==> src/rtl/ookprd_pkg.sv <==
// Shared package for the OOK pulse repeat detector.
// Holds field widths, register and event codes, the mode encoding and the
// tolerance match function. Depends on nothing else.
package ookprd_pkg;

	localparam int DUR_W           = 16;
	localparam int MSG_LEN_W       = 8;
	localparam int CFG_IDX_W       = 3;
	localparam int DEFAULT_MAX_LEN = 128;

	// Configuration register indexes.
	typedef enum logic [CFG_IDX_W-1:0] {
		REG_SHORT_ON  = 3'd0,
		REG_SHORT_OFF = 3'd1,
		REG_LONG_ON   = 3'd2,
		REG_LONG_OFF  = 3'd3,
		REG_REST      = 3'd4,
		REG_TOLERANCE = 3'd5
	} cfg_idx_t;

	typedef struct packed {
		logic [DUR_W-1:0] short_on_time;
		logic [DUR_W-1:0] short_off_time;
		logic [DUR_W-1:0] long_on_time;
		logic [DUR_W-1:0] long_off_time;
		logic [DUR_W-1:0] rest_time;
		logic [DUR_W-1:0] tolerance;
	} cfg_t;

	// Detector mode, one-hot.
	typedef enum logic [3:0] {
		MODE_SEARCH  = 4'b0001,
		MODE_CAPTURE = 4'b0010,
		MODE_VERIFY  = 4'b0100,
		MODE_SKIP    = 4'b1000
	} mode_t;

	typedef enum logic [1:0] {
		EV_NONE  = 2'd0,
		EV_BEGIN = 2'd1,
		EV_STOP  = 2'd2
	} event_t;

	typedef struct packed {
		event_t                 event_res;
		logic                   receiving;
		logic [MSG_LEN_W-1:0]   message_length;
	} result_t;

	// True when the two durations differ by at most tol.
	function automatic logic near_value(input logic [DUR_W-1:0] actual,
			input logic [DUR_W-1:0] nominal, input logic [DUR_W-1:0] tol);
		logic [DUR_W-1:0] diff;
		diff = (actual > nominal) ? (actual - nominal) : (nominal - actual);
		return diff <= tol;
	endfunction

endpackage

==> src/rtl/ook_pulse_repeat_detector_core.sv <==
// Top level of the OOK pulse repeat detector: configuration registers, input
// register, result register. Depends on ookprd_pkg, ookprd_fsm, ookprd_ram.
//
// Usage:
// Each input transaction carries one measured pulse or gap duration on
// duration with in_valid; it is taken at a clock edge where in_stall is low.
// Every input transaction yields exactly one output transaction carrying
// event_res (none, begin, stop), receiving and message_length.
// The duration lands in an input register, is classified from there, and
// the result is held in an output register until out_stall is low.
// Throughput is one transaction per cycle while the receiver does not stall;
// the only serial dependence is the mode and counter update in the sequencer,
// and the stored symbol for the next verify step is prefetched from the RAM.
// When the receiver stalls, the result register holds, the input register
// fills, and in_stall rises only when both are occupied.
// Configuration writes (cfg_wr_en, cfg_index, cfg_data) are to be made by the
// user while the block is idle; the block itself does not enforce this. Indexes
// past the tolerance register are ignored. Reset clears the configuration and
// control registers and puts the sequencer in search mode. The symbol store
// needs no clearing: verification only reads entries written during the current capture.
module ook_pulse_repeat_detector_core
	import ookprd_pkg::*;
#(
	parameter int MAX_LEN = DEFAULT_MAX_LEN
) (
	input  logic                 clk,
	input  logic                 arst_n,
	input  logic                 cfg_wr_en,
	input  logic [CFG_IDX_W-1:0] cfg_index,
	input  logic [DUR_W-1:0]     cfg_data,
	input  logic                 in_valid,
	output logic                 in_stall,
	input  logic [DUR_W-1:0]     duration,
	output logic                 out_valid,
	input  logic                 out_stall,
	output logic [1:0]           event_res,
	output logic                 receiving,
	output logic [MSG_LEN_W-1:0] message_length
);

	localparam int AW = $clog2(MAX_LEN);

	cfg_t             cfg_q;
	logic             valid_s1;
	logic [DUR_W-1:0] dur_s1;
	logic             advance;
	logic             out_valid_q;
	result_t          res_q;
	result_t          res_n;

	logic          sym_we;
	logic [AW-1:0] sym_waddr;
	logic          sym_wdata;
	logic [AW-1:0] sym_raddr;
	logic          sym_rd;

	// Configuration registers.
	always_ff @(posedge clk or negedge arst_n) begin
		if (!arst_n) begin
			cfg_q <= '0;
		end else if (cfg_wr_en) begin
			case (cfg_idx_t'(cfg_index))
				REG_SHORT_ON:  cfg_q.short_on_time  <= cfg_data;
				REG_SHORT_OFF: cfg_q.short_off_time <= cfg_data;
				REG_LONG_ON:   cfg_q.long_on_time   <= cfg_data;
				REG_LONG_OFF:  cfg_q.long_off_time  <= cfg_data;
				REG_REST:      cfg_q.rest_time      <= cfg_data;
				REG_TOLERANCE: cfg_q.tolerance      <= cfg_data;
				default: begin
				end
			endcase
		end
	end

	// The input register moves on whenever the result register is free or
	// being emptied in this cycle.
	assign advance  = valid_s1 && (!out_valid_q || !out_stall);
	assign in_stall = valid_s1 && !advance;

	always_ff @(posedge clk or negedge arst_n) begin
		if (!arst_n) begin
			valid_s1 <= 1'b0;
		end else if (!in_stall) begin
			valid_s1 <= in_valid;
		end
	end

	always_ff @(posedge clk) begin
		if (!in_stall && in_valid) begin
			dur_s1 <= duration;
		end
	end

	ookprd_fsm #(
		.MAX_LEN(MAX_LEN)
	) u_fsm (
		.clk       (clk),
		.arst_n    (arst_n),
		.advance   (advance),
		.duration  (dur_s1),
		.cfg       (cfg_q),
		.sym_rd    (sym_rd),
		.sym_we    (sym_we),
		.sym_waddr (sym_waddr),
		.sym_wdata (sym_wdata),
		.sym_raddr (sym_raddr),
		.result    (res_n)
	);

	ookprd_ram #(
		.WIDTH(1),
		.DEPTH(MAX_LEN)
	) u_sym_ram (
		.clk   (clk),
		.we    (sym_we),
		.waddr (sym_waddr),
		.wdata (sym_wdata),
		.raddr (sym_raddr),
		.rdata (sym_rd)
	);

	// Result register.
	always_ff @(posedge clk or negedge arst_n) begin
		if (!arst_n) begin
			out_valid_q <= 1'b0;
		end else if (advance) begin
			out_valid_q <= 1'b1;
		end else if (!out_stall) begin
			out_valid_q <= 1'b0;
		end
	end

	always_ff @(posedge clk) begin
		if (advance) begin
			res_q <= res_n;
		end
	end

	assign out_valid      = out_valid_q;
	assign event_res      = res_q.event_res;
	assign receiving      = res_q.receiving;
	assign message_length = res_q.message_length;

endmodule

==> src/rtl/ookprd_ram.sv <==
// Generic single-write, single-read RAM with a registered read port.
// Standalone; used for the captured symbol store.
module ookprd_ram #(
	parameter int WIDTH = 1,
	parameter int DEPTH = 128
) (
	input  logic                     clk,
	input  logic                     we,
	input  logic [$clog2(DEPTH)-1:0] waddr,
	input  logic [WIDTH-1:0]         wdata,
	input  logic [$clog2(DEPTH)-1:0] raddr,
	output logic [WIDTH-1:0]         rdata
);

	logic [WIDTH-1:0] mem [DEPTH];

	always_ff @(posedge clk) begin
		if (we) begin
			mem[waddr] <= wdata;
		end
		rdata <= mem[raddr];
	end

endmodule

==> src/rtl/ookprd_fsm.sv <==
// Capture and verify sequencer of the OOK pulse repeat detector.
// Classifies one duration per advance, keeps the mode and counters and drives
// the symbol store. Depends on ookprd_pkg.
module ookprd_fsm
	import ookprd_pkg::*;
#(
	parameter int MAX_LEN = DEFAULT_MAX_LEN
) (
	input  logic                         clk,
	input  logic                         arst_n,
	input  logic                         advance,
	input  logic [DUR_W-1:0]             duration,
	input  cfg_t                         cfg,
	input  logic                         sym_rd,
	output logic                         sym_we,
	output logic [$clog2(MAX_LEN)-1:0]   sym_waddr,
	output logic                         sym_wdata,
	output logic [$clog2(MAX_LEN)-1:0]   sym_raddr,
	output result_t                      result
);

	localparam int AW = $clog2(MAX_LEN);
	localparam int CW = $clog2(MAX_LEN + 1);

	mode_t         mode_q, mode_n;
	logic [CW-1:0] count_q, count_n;
	logic [CW-1:0] len_q, len_n;
	logic [AW-1:0] vidx_q, vidx_n;
	logic          conf_q, conf_n;
	event_t        ev;

	logic             rest_hit;
	logic             cap_on;
	logic             is_short;
	logic             is_long;
	logic             ver_on;
	logic [DUR_W-1:0] ver_nom;
	logic             ver_ok;
	logic             ver_last;
	logic [CW+MSG_LEN_W-1:0] len_wide;

	assign rest_hit = near_value(duration, cfg.rest_time, cfg.tolerance);
	assign cap_on   = ~count_q[0];
	assign is_short = near_value(duration, cap_on ? cfg.short_on_time : cfg.short_off_time,
			cfg.tolerance);
	assign is_long  = near_value(duration, cap_on ? cfg.long_on_time : cfg.long_off_time,
			cfg.tolerance);

	assign ver_on   = ~vidx_q[0];
	assign ver_nom  = sym_rd ? (ver_on ? cfg.long_on_time : cfg.long_off_time)
			: (ver_on ? cfg.short_on_time : cfg.short_off_time);
	assign ver_ok   = near_value(duration, ver_nom, cfg.tolerance);
	assign ver_last = ((CW'(vidx_q) + CW'(1)) == len_q);

	always_comb begin
		mode_n    = mode_q;
		count_n   = count_q;
		len_n     = len_q;
		vidx_n    = vidx_q;
		conf_n    = conf_q;
		ev        = EV_NONE;
		sym_we    = 1'b0;
		sym_wdata = is_long & ~is_short;
		case (mode_q)
			MODE_CAPTURE: begin
				if (rest_hit) begin
					if (count_q != '0) begin
						len_n  = count_q;
						vidx_n = '0;
						mode_n = MODE_VERIFY;
					end
				end else if ((!is_short && !is_long) || (count_q == CW'(MAX_LEN))) begin
					mode_n  = MODE_SEARCH;
					count_n = '0;
				end else begin
					sym_we  = advance;
					count_n = count_q + CW'(1);
				end
			end
			MODE_VERIFY: begin
				if (ver_ok) begin
					if (ver_last) begin
						if (!conf_q) begin
							conf_n = 1'b1;
							ev     = EV_BEGIN;
						end
						vidx_n = '0;
						mode_n = MODE_SKIP;
					end else begin
						vidx_n = vidx_q + AW'(1);
					end
				end else begin
					if (conf_q) begin
						conf_n = 1'b0;
						ev     = EV_STOP;
					end
					len_n   = '0;
					vidx_n  = '0;
					count_n = '0;
					mode_n  = rest_hit ? MODE_CAPTURE : MODE_SEARCH;
				end
			end
			MODE_SKIP: begin
				mode_n = MODE_VERIFY;
				vidx_n = '0;
			end
			default: begin
				len_n   = '0;
				vidx_n  = '0;
				count_n = '0;
				mode_n  = rest_hit ? MODE_CAPTURE : MODE_SEARCH;
			end
		endcase
	end

	assign sym_waddr = count_q[AW-1:0];
	// The read is issued at the edge that moves the index, so the symbol is
	// ready when the next item arrives.
	assign sym_raddr = advance ? vidx_n : vidx_q;

	assign len_wide = {{MSG_LEN_W{1'b0}}, len_n};
	assign result.event_res      = ev;
	assign result.receiving      = conf_n;
	assign result.message_length = ((mode_n == MODE_VERIFY) || (mode_n == MODE_SKIP))
			? len_wide[MSG_LEN_W-1:0] : '0;

	always_ff @(posedge clk or negedge arst_n) begin
		if (!arst_n) begin
			mode_q  <= MODE_SEARCH;
			count_q <= '0;
			len_q   <= '0;
			vidx_q  <= '0;
			conf_q  <= 1'b0;
		end else if (advance) begin
			mode_q  <= mode_n;
			count_q <= count_n;
			len_q   <= len_n;
			vidx_q  <= vidx_n;
			conf_q  <= conf_n;
		end
	end

endmodule
==> config.mk <==
export PLATFORM = sky130hd
export DESIGN_NAME = ook_pulse_repeat_detector_core
export DESIGN_NICKNAME = d
export VERILOG_FILES = /design/src/rtl/ookprd_pkg.sv /design/src/rtl/ook_pulse_repeat_detector_core.sv /design/src/rtl/ookprd_ram.sv /design/src/rtl/ookprd_fsm.sv
export SDC_FILE = /design/constraint.sdc
export NUM_CORES = 1
export LEC_CHECK = 0
export BUFFER_PORTS_ARGS = -buffer_cell sky130_fd_sc_hd__buf_2
export CORE_MARGIN = 2
export CORE_UTILIZATION = 58
export CTS_BUF_LIST = sky130_fd_sc_hd__clkbuf_16
export DETAILED_ROUTE_END_ITERATION = 6
export GPL_TIMING_DRIVEN = 0
export PLACE_DENSITY_LB_ADDON = 0.15
export SKIP_CTS_REPAIR_TIMING = 1
export SYNTH_ARGS = -nofsm -noshare
export SYNTH_HDL_FRONTEND = slang
export SYNTH_HIERARCHICAL = 1
export SYNTH_SLANG_ARGS = --single-unit
==> constraint.sdc <==
create_clock -name clk -period 9.3 [get_ports clk]
set_input_delay 0.93 -clock clk [delete_from_list [all_inputs] [get_ports clk]]
set_output_delay 0.93 -clock clk [all_outputs]
set_load 0.005 [all_outputs]
==> out/results.txt <==
Core Rows = 68
Fin Setup TNS = 0 ns
Asr flop ratio synth = 0.447
Hold/Removal Path Class = in -> async
Placed Instances = 2,345
Routed Antenna Nets = 0
Register area = 7830 µm²
Worst Reg2Reg Path Length in Cells = 27
Netlist cell types = 95
Worst-Margin Slew = 1.13 ns
Status = complete, no violations
Worst R2R End = u_sym_ram/mem[22]
Core area = 34,300 µm²
GPL Wtd Cong = 0.954
Clock Skews = 0.0215 ns
Die H = 190 µm
DRC viols = 0
Worst skew pair latency = 0.58 ns
Synth Register Bits = 282
Critical Path Source = u_fsm/count_q[0]
Via-to-Cell Ratio = 6.27
Synth area leader = edfxtp_1
Worst Path Arrival = 9.17 ns
Final min period = 8.89 ns
Fin. max-slew vios = 0
Fin. Hold Viols = 0
Setup violations, final = 0
Max-cap violations = 0
Total die area = 36,100 µm²
Io pins = 53
Starting Density = 0.585
Fin crit share = 0.956
Rel. slew slack = 0.238
Placed wire-length estimate = 41.0 mm
Tot GR Track Use = 0.298
Post-synth EDFFs = 155
Die width = 190 µm
Largest net degree at the start of global routing = 87
Post-synthesis sequential area ratio = 0.390
Via count = 15,100
Grt ovf = 0
Post-Layout Cell Count = 2,403
Initial drt markers = 1,197
Overall power = 0.00636 W
Total Wirelength = 53.6 mm
Multi-input gate area = 11,200 µm²
R2R setup slack = 0.41 ns
CP endpoint = u_sym_ram/mem[22]
Layout cell share with drive strength beyond 1 = 0.178
Reg clk slew, reported paths = 0.06 ns
CP Class = reg -> reg
Vias in the first global route = 14,800
Synthesized cell area = 20,100 µm²
Yosys top cell area share = 0.232
Ys Warns = 6
Unrepaired setup endpoints after global routing = no
First-pass GRT wire length = 82.8 mm
Synth top area cells = edfxtp_1 (23%), dfrtp_1 (16%), ha_1 (12%)
Port Buf Inserts = 51
FILL cells = 2,763
Antenna violations before repair = 2
Max Clk Rate = 0.112 GHz
CTS sink cnt = 282
Layout area overhead = 9.32%
Crit Reg-Reg Startpoint = u_fsm/count_q[0]
CTS Buffer Depth = 3
Critical Path RT = 9.57 ns
Crit-path max FO = 10
Syn nets = 2,075
CTS Root Cell = clkbuf_16
TritonCTS clock tree = yes
Clock buffer count from CTS = 31
Critical Path End Type = register
Synth Flop Type = edfxtp_1
Final net count = 2,162
DRT Pass-1 Iters = 7
Avg Inst Size Synth = 10.9 µm²
H-tree depth = 1
Worst vdd ir = 211 µV
WL/cell = 22.3 µm
Cells after Synth = 1,836
Pwr dens = 290 nW/µm²
Pleak = 9.27 nW
Startpoint Class = register
-- worst max-delay path, cell delays in order, from the launching register on --
cell,delay (ns)
dfrtp_1,0.37
clkbuf_2,0.36
clkbuf_2,0.47
mux2i_1,0.48
inv_1,0.09
ha_1,0.30
clkbuf_1,0.23
a21oi_1,0.18
nand2_1,0.07
a221oi_1,0.52
o21ai_1,0.23
o41ai_4,0.14
buf_6,0.26
mux2_1,0.35
a21oi_2,0.25
o311a_1,0.19
nand3_1,0.10
ha_1,0.31
nand4_1,0.13
or2_2,0.37
o32ai_2,0.61
o211ai_1,0.44
nor2_2,0.43
clkbuf_1,0.37
nor2b_1,0.34
nand3_1,0.31
clkbuf_1,0.42
nor2_1,0.23
-- per-stage QoR --
step	utilization	cell area [µm²]	hold WS (ns)	setup WS, ns
2_1_floorplan	-	20100	0.443	0.708
3_3_place_gp	0.609	20900	0.468	-3.10
3_5_place_dp	0.611	21000	0.467	-0.385
4_1_cts	0.638	21900	0.277	-0.467
5_1_grt	0.639	21900	0.284	0.0373
6_report	0.639	21900	0.276	0.406
-- routing by layer --
| metal | wire length (µm) | up-vias | global-route usage |
|---|---|---|---|
| met1 | 21800 | 7546 | 0.380 |
| met3 | 2840 | 82 | 0.0332 |
| met4 | 1360 | 2 | 0.0894 |
| met2 | 27600 | 480 | 0.535 |
| li1 | - | 6952 | - |
| met5 | 16 | - | 0 |
-- where the power goes --
group	internal, W	total [W]	switching [W]
Combinational	0.00136	0.00341	0.00205
Sequential	0.00172	0.00182	0.0000969
Clock	0.000632	0.00113	0.000501
-- registers in the layout, indices dropped and copies added (netlist names), 4 cells and up --
register        cells
u_fsm/len_q         8
u_fsm/mode_q        4
dur_s1             16
u_fsm/vidx_q        7
u_fsm/count_q       8
cfg_q              96
message_length      8
u_sym_ram/mem     128
-- Yosys cell counts, drive strengths merged (9+ instances only) --
cell / instances
a211oi: 19
a21o: 72
a21oi: 101
a221o: 10
a221oi: 9
a22o: 21
and3: 10
buf: 63
clkbuf: 29
dfrtp: 125
edfxtp: 155
ha: 191
inv: 132
mux2: 117
mux2i: 68
mux4: 49
nand2: 67
nand2b: 11
nand3: 43
nand4: 37
nor2: 173
nor2b: 24
nor3: 19
nor4: 9
o211ai: 14
o21a: 9
o21ai: 58
o21bai: 12
or3: 10
xnor2: 42
xor2: 23
-- cells by family after synthesis --
group	synth area share
adder cells (fa/ha/maj)	0.127
buffers and inverters	0.0509
XOR/XNOR	0.0284
AND/OR/NAND/NOR	0.112
AO/OA/AOI/OAI	0.133
flip-flops	0.390
multiplexers	0.158
-- layout by cell type (no fill, tap or decap), types with 9 or more instances in the layout --
master,Yosys,layout
edfxtp_1,155,155
buf_2,35,85
o21ai_0,48,48
nand2b_1,11,11
o21bai_1,11,11
ha_1,191,191
buf_6,10,11
a21o_1,72,72
nand4_1,36,36
a22o_1,20,20
nand2_1,67,67
a211oi_1,19,19
xnor2_1,42,42
nor2b_1,24,23
nor2_1,170,170
a221o_1,10,10
o21a_1,9,9
nand3_1,42,42
xor2_1,23,23
clkbuf_16,0,31
mux2_4,10,10
a21oi_1,99,99
o21ai_1,9,9
mux2_2,100,100
mux2i_1,68,68
buf_4,13,13
o211ai_1,13,13
or3_1,10,10
dfrtp_1,125,125
inv_1,132,144
clkbuf_1,29,27
mux4_2,42,42
and3_1,10,10
nor3_1,19,18
-- final cells by class --
cell class | instances | share of cell area
inverter | 132 | 0.0226
tap | 455 | 0.0260
antenna | 1 | 0.000114
sequential | 282 | 0.357
multi-input combinational | 1330 | 0.512
timing repair buffer | 54 | 0.0150
buffer | 92 | 0.0242
clock inverter | 26 | 0.00719
clock buffer | 31 | 0.0354
-- worst min path at each step --
stage / endpoint / slack [ns] / cells after the start
floorplan: out_valid / 0.44 / 1
global placement: out_valid / 0.47 / 1
detailed placement: out_valid / 0.47 / 1
CTS: u_fsm/len_q[6] / 0.28 / 1
global route: u_fsm/len_q[1] / 0.28 / 1
finish: u_fsm/len_q[1] / 0.28 / 1
Note: power is estimated with default switching activity, not from simulation.
